`src/hdl/pqc_pkg.sv`:
```
// ---------------------------------------------------------------------------
// Pulse counter package
// Shared constants, operation codes and structures of the four-channel
// pulse counter with period measurement.
// ---------------------------------------------------------------------------
package pqc_pkg;

  // Number of counting lanes; lanes from PIN_W upwards have no pin.
  localparam int CHANNELS = 4;
  localparam int PIN_W    = 4;

  // Field widths of the input and result words.
  localparam int OP_W     = 2;
  localparam int CH_W     = 2;
  localparam int COUNT_W  = 32;
  localparam int TIME_W   = 32;
  localparam int PERIOD_W = 20;

  // Largest period that is reported.
  localparam logic [TIME_W-1:0] PERIOD_MAX = TIME_W'(999999);

  // Operation codes of the input word.
  localparam logic [OP_W-1:0] OP_SAMPLE = 2'd0;
  localparam logic [OP_W-1:0] OP_TICK   = 2'd1;
  localparam logic [OP_W-1:0] OP_READ   = 2'd2;

  // Per-lane controls decoded from one accepted input word.
  typedef struct packed {
    logic sample;
    logic level;
    logic read;
  } lane_ctl_t;

  // What one lane reports when it is read.
  typedef struct packed {
    logic [COUNT_W-1:0]  count;
    logic [PERIOD_W-1:0] period;
  } lane_res_t;

  // One result word as it is held in the output stage.
  typedef struct packed {
    logic [CH_W-1:0]     channel;
    logic [COUNT_W-1:0]  count;
    logic [PERIOD_W-1:0] period;
  } result_t;

endpackage

```
`src/hdl/pqc_in_if.sv`:
```
// ---------------------------------------------------------------------------
// Input channel
// Valid/ready channel carrying one input word: opcode, pin levels, channel.
// ---------------------------------------------------------------------------
interface pqc_in_if;
  logic                        valid;
  logic                        ready;
  logic [pqc_pkg::OP_W-1:0]    opcode;
  logic [pqc_pkg::PIN_W-1:0]   pin_levels;
  logic [pqc_pkg::CH_W-1:0]    channel;

  modport source (output valid, output opcode, output pin_levels, output channel,
                  input ready);
  modport sink   (input valid, input opcode, input pin_levels, input channel,
                  output ready);
endinterface

```
`src/hdl/pqc_out_if.sv`:
```
// ---------------------------------------------------------------------------
// Result channel
// Valid/ready channel carrying one result word: channel, count and period.
// ---------------------------------------------------------------------------
interface pqc_out_if;
  logic                          valid;
  logic                          ready;
  logic [pqc_pkg::CH_W-1:0]      channel_out;
  logic [pqc_pkg::COUNT_W-1:0]   pulse_count;
  logic [pqc_pkg::PERIOD_W-1:0]  pulse_period_ms;

  modport source (output valid, output channel_out, output pulse_count,
                  output pulse_period_ms, input ready);
  modport sink   (input valid, input channel_out, input pulse_count,
                  input pulse_period_ms, output ready);
endinterface

```
`src/hdl/pqc_lane.sv`:
```
// ---------------------------------------------------------------------------
// Counting lane
// Edge detector, edge counter and period store of one channel.
// ---------------------------------------------------------------------------
module pqc_lane (
  input  logic                          clk,
  input  logic                          rst_n,
  input  pqc_pkg::lane_ctl_t            ctl,
  input  logic [pqc_pkg::TIME_W-1:0]    now_ms,
  output pqc_pkg::lane_res_t            res
);

  logic                          last_level_r;
  logic [pqc_pkg::COUNT_W-1:0]   count_r;
  logic [pqc_pkg::TIME_W-1:0]    period_r;
  logic [pqc_pkg::TIME_W-1:0]    edge_time_r;

  logic                          fall;
  logic [pqc_pkg::TIME_W-1:0]    elapsed;
  logic [pqc_pkg::TIME_W-1:0]    raised;
  logic [pqc_pkg::TIME_W-1:0]    period_sat;

  // A falling edge is a high level in the previous sample and low now.
  assign fall = ctl.sample && last_level_r && !ctl.level;

  // Period on a read: raised to the time since the last edge, then saturated.
  assign elapsed    = now_ms - edge_time_r;
  assign raised     = (elapsed > period_r) ? elapsed : period_r;
  assign period_sat = (raised > pqc_pkg::PERIOD_MAX) ? pqc_pkg::PERIOD_MAX : raised;

  assign res.count  = count_r;
  assign res.period = period_sat[pqc_pkg::PERIOD_W-1:0];

  // Lane state.
  always_ff @(posedge clk) begin
    if (!rst_n) begin
      last_level_r <= 1'b0;
      count_r      <= '0;
      period_r     <= '0;
      edge_time_r  <= '0;
    end else begin
      if (ctl.sample) begin
        last_level_r <= ctl.level;
      end
      if (fall) begin
        count_r     <= count_r + 1'b1;
        period_r    <= elapsed;
        edge_time_r <= now_ms;
      end else if (ctl.read) begin
        count_r  <= '0;
        period_r <= period_sat;
      end
    end
  end

  // A read leaves the count cleared.
  a_read_clears: assert property (@(posedge clk) disable iff (!rst_n)
    ctl.read && !ctl.sample |=> count_r == '0)
    else $error("lane count not cleared after read");

  // A read leaves a period that is within the reported range.
  a_read_saturates: assert property (@(posedge clk) disable iff (!rst_n)
    ctl.read && !ctl.sample |=> period_r <= pqc_pkg::PERIOD_MAX)
    else $error("lane period above limit after read");

  // An edge records the clock value of its sample.
  a_edge_time: assert property (@(posedge clk) disable iff (!rst_n)
    fall |=> edge_time_r == $past(now_ms))
    else $error("lane edge time not recorded");

endmodule

```
`src/hdl/pqc_merge.sv`:
```
// ---------------------------------------------------------------------------
// Result merge
// Picks the result of the lane that was read and holds it in an output
// register backed by a skid register.
// ---------------------------------------------------------------------------
module pqc_merge (
  input  logic                             clk,
  input  logic                             rst_n,
  input  logic [pqc_pkg::CHANNELS-1:0]     sel,
  input  logic [pqc_pkg::CH_W-1:0]         channel,
  input  pqc_pkg::lane_res_t               lane_res [pqc_pkg::CHANNELS],
  output logic                             in_ready,
  output logic                             out_valid,
  input  logic                             out_ready,
  output pqc_pkg::result_t                 out_word
);

  pqc_pkg::lane_res_t   picked;
  pqc_pkg::result_t     new_word;
  logic                 push;
  logic                 pop;

  logic                 out_v_r;
  logic                 skid_v_r;
  pqc_pkg::result_t     out_r;
  pqc_pkg::result_t     skid_r;

  // At most one lane is selected, so an OR over masked results picks it.
  always_comb begin
    picked = '0;
    for (int n = 0; n < pqc_pkg::CHANNELS; n++) begin
      if (sel[n]) begin
        picked = picked | lane_res[n];
      end
    end
  end

  assign push             = |sel;
  assign new_word.channel = channel;
  assign new_word.count   = picked.count;
  assign new_word.period  = picked.period;

  assign pop       = out_v_r && out_ready;
  assign in_ready  = !skid_v_r;
  assign out_valid = out_v_r;
  assign out_word  = out_r;

  // Output register with a skid register behind it.
  always_ff @(posedge clk) begin
    if (!rst_n) begin
      out_v_r  <= 1'b0;
      skid_v_r <= 1'b0;
    end else if (!out_v_r || pop) begin
      if (skid_v_r) begin
        out_r    <= skid_r;
        out_v_r  <= 1'b1;
        skid_v_r <= 1'b0;
      end else begin
        out_r   <= new_word;
        out_v_r <= push;
      end
    end else if (push) begin
      skid_r   <= new_word;
      skid_v_r <= 1'b1;
    end
  end

  // The skid register is only in use behind a full output register.
  a_skid_behind_out: assert property (@(posedge clk) disable iff (!rst_n)
    skid_v_r |-> out_v_r)
    else $error("skid word held while output register is empty");

  // A result never arrives while the skid register is full.
  a_no_overrun: assert property (@(posedge clk) disable iff (!rst_n)
    skid_v_r |-> !push)
    else $error("result word lost on a full skid register");

  // An empty output register never fills the skid register.
  a_empty_no_skid: assert property (@(posedge clk) disable iff (!rst_n)
    !out_v_r |=> !skid_v_r)
    else $error("skid register filled past an empty output register");

endmodule

```
`src/hdl/quad_pulse_counter_with_period_core.sv`:
```
// ---------------------------------------------------------------------------
// Four-channel pulse counter with period measurement
// Counts falling edges per channel, measures pulse periods in milliseconds
// and returns one channel's count and period on a read word.
// ---------------------------------------------------------------------------
// Each input word, a pin sample, a millisecond tick or a read, is applied to
// all counting lanes in parallel at the edge where it is accepted, so a new
// word may be accepted in every cycle while input ready is high. A read
// result is registered in the output register, or in the skid register if
// the output register holds a result not yet taken, so input words keep
// flowing while one result waits; input ready falls only when two results
// are waiting. Unused channel numbers and the unused opcode give no result.
module quad_pulse_counter_with_period_core (
  input  logic       clk,
  input  logic       rst_n,
  pqc_in_if.sink     in_bus,
  pqc_out_if.source  out_bus
);

  logic                               accept;
  logic                               read_ok;
  logic [pqc_pkg::TIME_W-1:0]         now_ms_r;
  logic [pqc_pkg::CHANNELS-1:0]       sel;
  pqc_pkg::lane_ctl_t                 ctl [pqc_pkg::CHANNELS];
  pqc_pkg::lane_res_t                 lane_res [pqc_pkg::CHANNELS];
  pqc_pkg::result_t                   out_word;
  logic                               merge_ready;

  assign accept  = in_bus.valid && merge_ready;
  assign read_ok = accept && (in_bus.opcode == pqc_pkg::OP_READ)
                   && (32'(in_bus.channel) < pqc_pkg::CHANNELS);
  assign in_bus.ready = merge_ready;

  // Millisecond clock, advanced only by tick words.
  always_ff @(posedge clk) begin
    if (!rst_n) begin
      now_ms_r <= '0;
    end else if (accept && (in_bus.opcode == pqc_pkg::OP_TICK)) begin
      now_ms_r <= now_ms_r + 1'b1;
    end
  end

  // One counting lane per channel.
  for (genvar n = 0; n < pqc_pkg::CHANNELS; n++) begin : g_lane
    if (n < pqc_pkg::PIN_W) begin : g_pin
      assign ctl[n].level = in_bus.pin_levels[n];
    end else begin : g_nopin
      assign ctl[n].level = 1'b0;
    end
    assign ctl[n].sample = accept && (in_bus.opcode == pqc_pkg::OP_SAMPLE);
    assign sel[n]        = read_ok && (32'(in_bus.channel) == n);
    assign ctl[n].read   = sel[n];

    pqc_lane u_lane (
      .clk    (clk),
      .rst_n  (rst_n),
      .ctl    (ctl[n]),
      .now_ms (now_ms_r),
      .res    (lane_res[n])
    );
  end

  // Merge of the lane results into the output stage.
  pqc_merge u_merge (
    .clk       (clk),
    .rst_n     (rst_n),
    .sel       (sel),
    .channel   (in_bus.channel),
    .lane_res  (lane_res),
    .in_ready  (merge_ready),
    .out_valid (out_bus.valid),
    .out_ready (out_bus.ready),
    .out_word  (out_word)
  );

  assign out_bus.channel_out     = out_word.channel;
  assign out_bus.pulse_count     = out_word.count;
  assign out_bus.pulse_period_ms = out_word.period;

endmodule

```
`src/flat_wrapper.sv`:
```
// flat-port wrapper written by rule: the top's interface ports become plain ports
module quad_pulse_counter_with_period_core_flat 
  (clk, rst_n, in_bus_valid, in_bus_opcode, in_bus_pin_levels, in_bus_channel, in_bus_ready, out_bus_valid, out_bus_channel_out, out_bus_pulse_count, out_bus_pulse_period_ms, out_bus_ready);
  pqc_in_if in_bus_i ();
  pqc_out_if out_bus_i ();
  input  logic clk;
  input  logic rst_n;
  input wire logic [$bits(in_bus_i.valid)-1:0] in_bus_valid;
  input wire logic [$bits(in_bus_i.opcode)-1:0] in_bus_opcode;
  input wire logic [$bits(in_bus_i.pin_levels)-1:0] in_bus_pin_levels;
  input wire logic [$bits(in_bus_i.channel)-1:0] in_bus_channel;
  output wire logic [$bits(in_bus_i.ready)-1:0] in_bus_ready;
  output wire logic [$bits(out_bus_i.valid)-1:0] out_bus_valid;
  output wire logic [$bits(out_bus_i.channel_out)-1:0] out_bus_channel_out;
  output wire logic [$bits(out_bus_i.pulse_count)-1:0] out_bus_pulse_count;
  output wire logic [$bits(out_bus_i.pulse_period_ms)-1:0] out_bus_pulse_period_ms;
  input wire logic [$bits(out_bus_i.ready)-1:0] out_bus_ready;
  assign in_bus_i.valid = in_bus_valid;
  assign in_bus_i.opcode = in_bus_opcode;
  assign in_bus_i.pin_levels = in_bus_pin_levels;
  assign in_bus_i.channel = in_bus_channel;
  assign in_bus_ready = in_bus_i.ready;
  assign out_bus_valid = out_bus_i.valid;
  assign out_bus_channel_out = out_bus_i.channel_out;
  assign out_bus_pulse_count = out_bus_i.pulse_count;
  assign out_bus_pulse_period_ms = out_bus_i.pulse_period_ms;
  assign out_bus_i.ready = out_bus_ready;
  quad_pulse_counter_with_period_core u_core (.clk(clk), .rst_n(rst_n), .in_bus(in_bus_i), .out_bus(out_bus_i));
endmodule
```
`config.mk`:
```
export PLATFORM = sky130hd
export DESIGN_NAME = quad_pulse_counter_with_period_core_flat
export DESIGN_NICKNAME = d
export VERILOG_FILES = /design/src/hdl/pqc_pkg.sv /design/src/hdl/pqc_in_if.sv /design/src/hdl/pqc_out_if.sv /design/src/hdl/pqc_lane.sv /design/src/hdl/pqc_merge.sv /design/src/hdl/quad_pulse_counter_with_period_core.sv /design/src/flat_wrapper.sv
export SDC_FILE = /design/constraint.sdc
export NUM_CORES = 2
export LEC_CHECK = 0
export BUFFER_PORTS_ARGS = -buffer_cell sky130_fd_sc_hd__buf_4
export CAP_MARGIN = 40
export CORE_UTILIZATION = 55
export DETAILED_ROUTE_END_ITERATION = 10
export PLACE_DENSITY = 0.69
export SETUP_SLACK_MARGIN = 0.15
export SLEW_MARGIN = 0
export SYNTH_ARGS = -nofsm -noshare
export SYNTH_HDL_FRONTEND = slang
export SYNTH_SLANG_ARGS = --single-unit
```
`constraint.sdc`:
```
create_clock -name clk -period 6.7 [get_ports clk]
set_input_delay 0.67 -clock clk [delete_from_list [all_inputs] [get_ports clk]]
set_output_delay 0.67 -clock clk [all_outputs]
set_load 0.02 [all_outputs]
```
=== Word-level counts from Yosys, hierarchy flattened ===
Cells that the tools add are included.
Widths: inputs -> output; s select.

* Multiplexer cells: 30
* Equal/unequal tests: 5
* Reductions and logical operators: 34
* Bitwise logic cells: 5
* Add/sub/neg operators: 9
* Magnitude comparators: 8

{| class="wikitable"
|+ Operators by type and width
! cell !! count
|-
| $mux 32 || 24
|-
| $mux 52 || 4
|-
| $add 32x1->32 const B || 5
|-
| $or 52x52->52 || 3
|-
| $gt 32x20->1 const B || 4
|-
| $gt 32x32->1 || 4
|-
| $sub 32x32->32 || 4
|-
| $mux 54 || 1
|-
| $logic_and 1x1->1 || 17
|-
| $reduce_bool 2->1 || 4
|-
| $eq 2x2->1 const B || 3
|-
| $logic_not 1->1 || 6
|-
| $eq 2x1->1 const B || 2
|-
| $logic_not 2->1 || 2
|-
| $reduce_or 4->1 || 1
|-
| $reduce_and 3->1 || 1
|-
| $not 1->1 || 2
|-
| $reduce_and 2->1 || 1
|-
| $reduce_or 2->1 || 1
|-
| $logic_or 1x1->1 || 1
|-
| $mux 1 || 1
|}

* Flip-flop bits (word level): 530
* Output and inout port bits: 56
* Logic and storage cells: 116
* Bits of input ports: 12

=== Depth between registers and ports, before layout ===
* Depth in word-level cells: 13
* Gate-level depth with buffers: 26
* Gate-level depth less buffers: 23

=== Modules after synthesis ===
From an unflattened synthesis, not the netlist that was laid out.

* Cells, all modules: 4681
* Area, all modules: 37023.0 µm²

{| class="wikitable"
|+ Modules (own cells, without submodules)
! module !! times used !! area an instance (µm²) !! seq. area each (µm²) !! cells an instance
|-
| pqc_lane at u_core.g_lane[0].u_lane ... || 2 || 7577.3 || 1941.9 || 1024
|-
| pqc_lane at u_core.g_lane[1].u_lane || 1 || 7483.4 || 1941.9 || 1032
|-
| pqc_lane at u_core.g_lane[3].u_lane || 1 || 7442.1 || 1941.9 || 998
|-
| pqc_merge || 1 || 5342.6 || 3283.1 || 416
|-
| quad_pulse_counter_with_period_core || 1 || 1600.3 || 640.6 || 187
|}

=== Least setup slack after synthesis ===
OpenSTA, ideal clock, no wires.

* Kind: register -> register
* Start point: register u_core.now_ms_r[0] (netlist name)
* End point: register u_core.u_merge.out_r (netlist bit u_core.u_merge.out_word[0]), data pin
* Clock period less this slack: 6.023 ns
* Path slack: 0.677 ns
* Setup time: 0.260 ns
* Data required time: 6.440 ns
* Path buffers: 1
* Arrival: 5.764 ns
* Cell stages (with the launch flop): 23
* Cells stage by stage: dfxtp_1 > clkbuf_1 > inv_1 > ha_1 > inv_1 > fa_1 > a21o_1 > a221oi_4 > o31a_1 > o41ai_2 > or4_1 > and4_1 > ha_1 > nand4_1 > or4_1 > a311oi_1 > a21oi_1 > or3b_1 > or4_4 > o31ai_4 > a41oi_1 > or4_4 > mux2_2

{| class="wikitable"
|+ RTL lines
! what !! RTL line !! source
|-
| start, declared || quad_pulse_counter_with_period_core.sv:22 || <nowiki>logic [pqc_pkg::TIME_W-1:0] now_ms_r;</nowiki>
|-
| start signal, assigned || quad_pulse_counter_with_period_core.sv:39 || <nowiki>now_ms_r <= now_ms_r + 1'b1;</nowiki>
|-
| end signal, assigned || pqc_merge.sv:55 || <nowiki>out_r <= skid_r;</nowiki>
|-
| end signal, assigned || pqc_merge.sv:59 || <nowiki>out_r <= new_word;</nowiki>
|-
| end, declared || pqc_merge.sv:25 || <nowiki>pqc_pkg::result_t out_r;</nowiki>
|}

==> results.toml <==
[power]
vdd_ir_drop_max_uv = 209.4
leakage_nw = 15.83
powerDensity_nw_per_um2 = 198.3

[critical_path]
slowest_stage = "or4b_2"
crit_chain = "inv_1 > ha_1 > inv_1 > fa_1 > a21oi_4 > o221ai_2 > o211ai_1 > buf_4 > nand2_1 > o221a_2 > and2_1 > ha_1 > nand4_1 > nor3_1 > a22oi_1 > o2111ai_2 > o311ai_4 > a211o_1 > or4b_2 > nand4b_1 > buf_12 > a31oi_1 > or4_4 > mux2_2"
crit_family = "simple AND/OR/NAND/NOR gates"
r2r-start = "u_core.now_ms_r[0]"
required_ps = 7120
worstSetupStartpointType = "flop"
cp-end-kind = "flop"
path_class = "reg -> reg"
crit_fanout = 12
path_buf_inv = 4
cpPeakStageDelay_ps = 600
crit_start = "u_core.now_ms_r[0]"
worstPathArrival_ps = 6740
worst-r2r-setup-slack_ps = 380

[synth]
synth_ff_type = "dfxtp_1"
yosys_warnings = 0
synthAdderAreaFrac_pct = 9.330
syn_nets = 4778
synth_mux_area_share_pct = 3.361
synth_compound_area_share_pct = 22.66
ys_ff_latch = 530
ys_seq_area_share_pct = 33.10
yosys.area_share.simple_pct = 22.39
synthXorXnorAreaFrac_pct = 3.124
syn_area_per_cell_sq_um = 7.841
synth_cell_types = 103
syn_area_sq_um = 35320
synth_cells = 4505
synth_edf_count = 108
synth_async_sr_flop_share_pct = 0
synth_top_family_by_area = "compound AO/OA/AOI/OAI gates"

[die]
die_h_um = 255.4
die_w_um = 255.4
ios = 68
core_area_sq_um = 63310
die-area_sq_um = 65240
rows = 92
initial_core_util_pct = 55.79

[cts]
insertion_delay_ps = 670
root_buffer = "clkbuf_16"
htree_num_levels = 2
cts.clk_slew.worst_paths_ps = 70
max-clock-path-buffers = 3
cts_tree = "yes"
cts.sinks = 530
cts_hold_buf = 0
numCtsBuffers = 60

[route]
drc_errors = 0
post_drt_wl_per_cell_um = 20.66
drt_pass1_iterations = 7
ant_nets = 0
wl_mm = 113.0
viasPerCell = 6.204
drtIter0Drc = 3226
vias = 33920

[sta]
worstMarginPinSlew_ps = 939.2
final_hold_viol_count = 0
post-route-period-util_pct = 94.31
slew_viol_final = 0
grt_setup_unrepaired = "yes"
setup_tns_ps = 0
layout_min_cycle_time_ps = 6319
relSlewSlack_pct = 37.39
finClkSkew_ps = 42.46
setup_violations = 0
worst_slack_ps = 381.1
max_freq_ghz = 0.1583

[global_routing]
grtUsageMet1_pct = 45.12
grt_use_met2_pct = 54.23
grt_pass1_wl_mm = 175.3
grt_use_total_pct = 33.51
busiest_layer = "met2"
grt_antenna_before_repair = 1
grt_util_met3_pct = 4.286
grt_max_degree = 205
grt_pass1_vias = 31030
overflow = 0

[flow_run]
drv_cap = 0

[place]
placedInstanceArea_sq_um = 37300
post-place-ws_ps = -249.3
gp_congestion = 0.9773
place_hpwl_mm = 83.12
io_buffers = 67

[cells_and_area]
design_area_sq_um = 39770
final_nets = 4842
seq_area_sq_um = 11690
n_fill_cell = 5757
multi_input_area_sq_um = 21790
diodes = 0
synthToLayoutAreaGrowth_pct = 12.58
drive_gt1_share_pct = 11.30

[hold_path]
holdCritStartpoint = "in_bus_pin_levels[0]"
hold_class = "in -> reg"

[outcome]
status = "finished, final reports clean"
==> stage by stage <==
stage | hold slack [ps] | std cells | power [mW] | utilization (%)
floorplan | 436.3 | 4505 | 3.973 | -
global placement | 441.8 | 5338 | 4.319 | 58.88
detailed placement | 446.3 | 5341 | 4.331 | 58.92
CTS | 243.6 | 5457 | 7.870 | 62.38
global route | 275.0 | 5467 | 8.109 | 62.81
finish | 269.8 | 5467 | 7.888 | 62.81
==> where the power goes <==
group | switching, mW | internal, mW
sequential | 0.0224 | 3.28
combinational | 0.655 | 0.369
clock | 1.44 | 2.12
total | 2.12 | 5.77
==> final timing paths <==
path / to / depth (start not counted)
worst max register to register: u_core.u_merge.out_word[0] / 24
worst max-delay path: u_core.u_merge.out_word[0] / 24
worst min register to register: u_core.g_lane[2].u_lane.edge_time_r[21] / 2
worst min-delay path: u_core.g_lane[0].u_lane.last_level_r / 3
==> routing by layer <==
metal / up-vias / part of all wire (%)
li1: 16360 / -
met1: 16130 / 44
met2: 1180 / 45
met3: 244 / 6.6
met4: 2 / 4.2
met5: - / 0.0097
==> kinds of logic after synthesis <==
family                     after synthesis
AOI/OAI and AO/OA                     1245
xor gates and xnor gates               126
adders and majority gates              261
buffers and inverters                  558
DFF                                    530
muxes                                  112
and+or+nand+nor                       1673
==> Yosys cell counts (all sizes together), types with 25 or more instances <==
| library cell | number | area share [%] |
|---|---|---|
| nand2 | 647 | 6.9 |
| a21oi | 517 | 7.4 |
| dfxtp | 422 | 24 |
| inv | 314 | 3.3 |
| nor2 | 311 | 3.3 |
| ha | 257 | 9.1 |
| clkbuf | 200 | 2.1 |
| nand3 | 197 | 2.8 |
| o21ai | 176 | 2.5 |
| nand4 | 110 | 2.0 |
| edfxtp | 108 | 9.2 |
| a22oi | 78 | 1.7 |
| nor3 | 74 | 1.0 |
| xor2 | 65 | 1.6 |
| xnor2 | 61 | 1.5 |
| mux2i | 59 | 1.7 |
| or3 | 59 | 1.0 |
| and3 | 57 | 1.0 |
| mux2 | 53 | 1.7 |
| o21a | 51 | 1.1 |
| a31oi | 49 | 0.87 |
| a211oi | 48 | 1.1 |
| a21o | 48 | 1.0 |
| o211ai | 45 | 0.97 |
| buf | 44 | 0.57 |
| or2 | 36 | 0.64 |
| and2 | 34 | 0.60 |
| nor4 | 34 | 0.62 |
| a22o | 25 | 0.62 |
==> cell usage in the layout, fill, tap and decap left out, types with 108 or more instances in the layout <==
cell type,netlist,routed
o21ai_0,160,158
a21oi_1,513,511
edfxtp_1,108,108
buf_4,3,239
ha_1,257,257
nand2_1,647,646
dfxtp_1,422,420
nand3_1,196,193
nand4_1,109,109
nor2_1,310,306
inv_1,314,312
==> final cells by class <==
class,instances,area share [%]
multi-input combinational,3418,54.81
sequential,530,29.41
timing repair buffer,245,4.735
clock buffer,88,4.474
inverter,314,2.983
tap,846,2.662
clock inverter,26,0.9345
==> state kept, by name (all words and copies together), names as in the netlist <==
signal,flops
u_core.u_merge.out_valid,1
u_core.u_merge.skid_r,54
u_core.now_ms_r,32
u_core.g_lane.u_lane.edge_time_r,128
u_core.g_lane.u_lane.count_r,128
u_core.g_lane.u_lane.period_r,128
u_core.u_merge.out_word,54
u_core.g_lane.u_lane.last_level_r,4
u_core.u_merge.skid_v_r,1
==> timing repair <==
item | 4_1_cts | 5_1_grt
pin swaps | 1 | 6
setup endpoints to repair | 34 | 82
resized for setup | 3 | 35
gates cloned | 0 | 1
setup buffers | 2 | 8
==> worst min-delay path: stages <==
cell and delay, ps:
buf_4 120, nand2_1 50, a21oi_1 50
No activity file was read; power rests on OpenSTA's default activity.
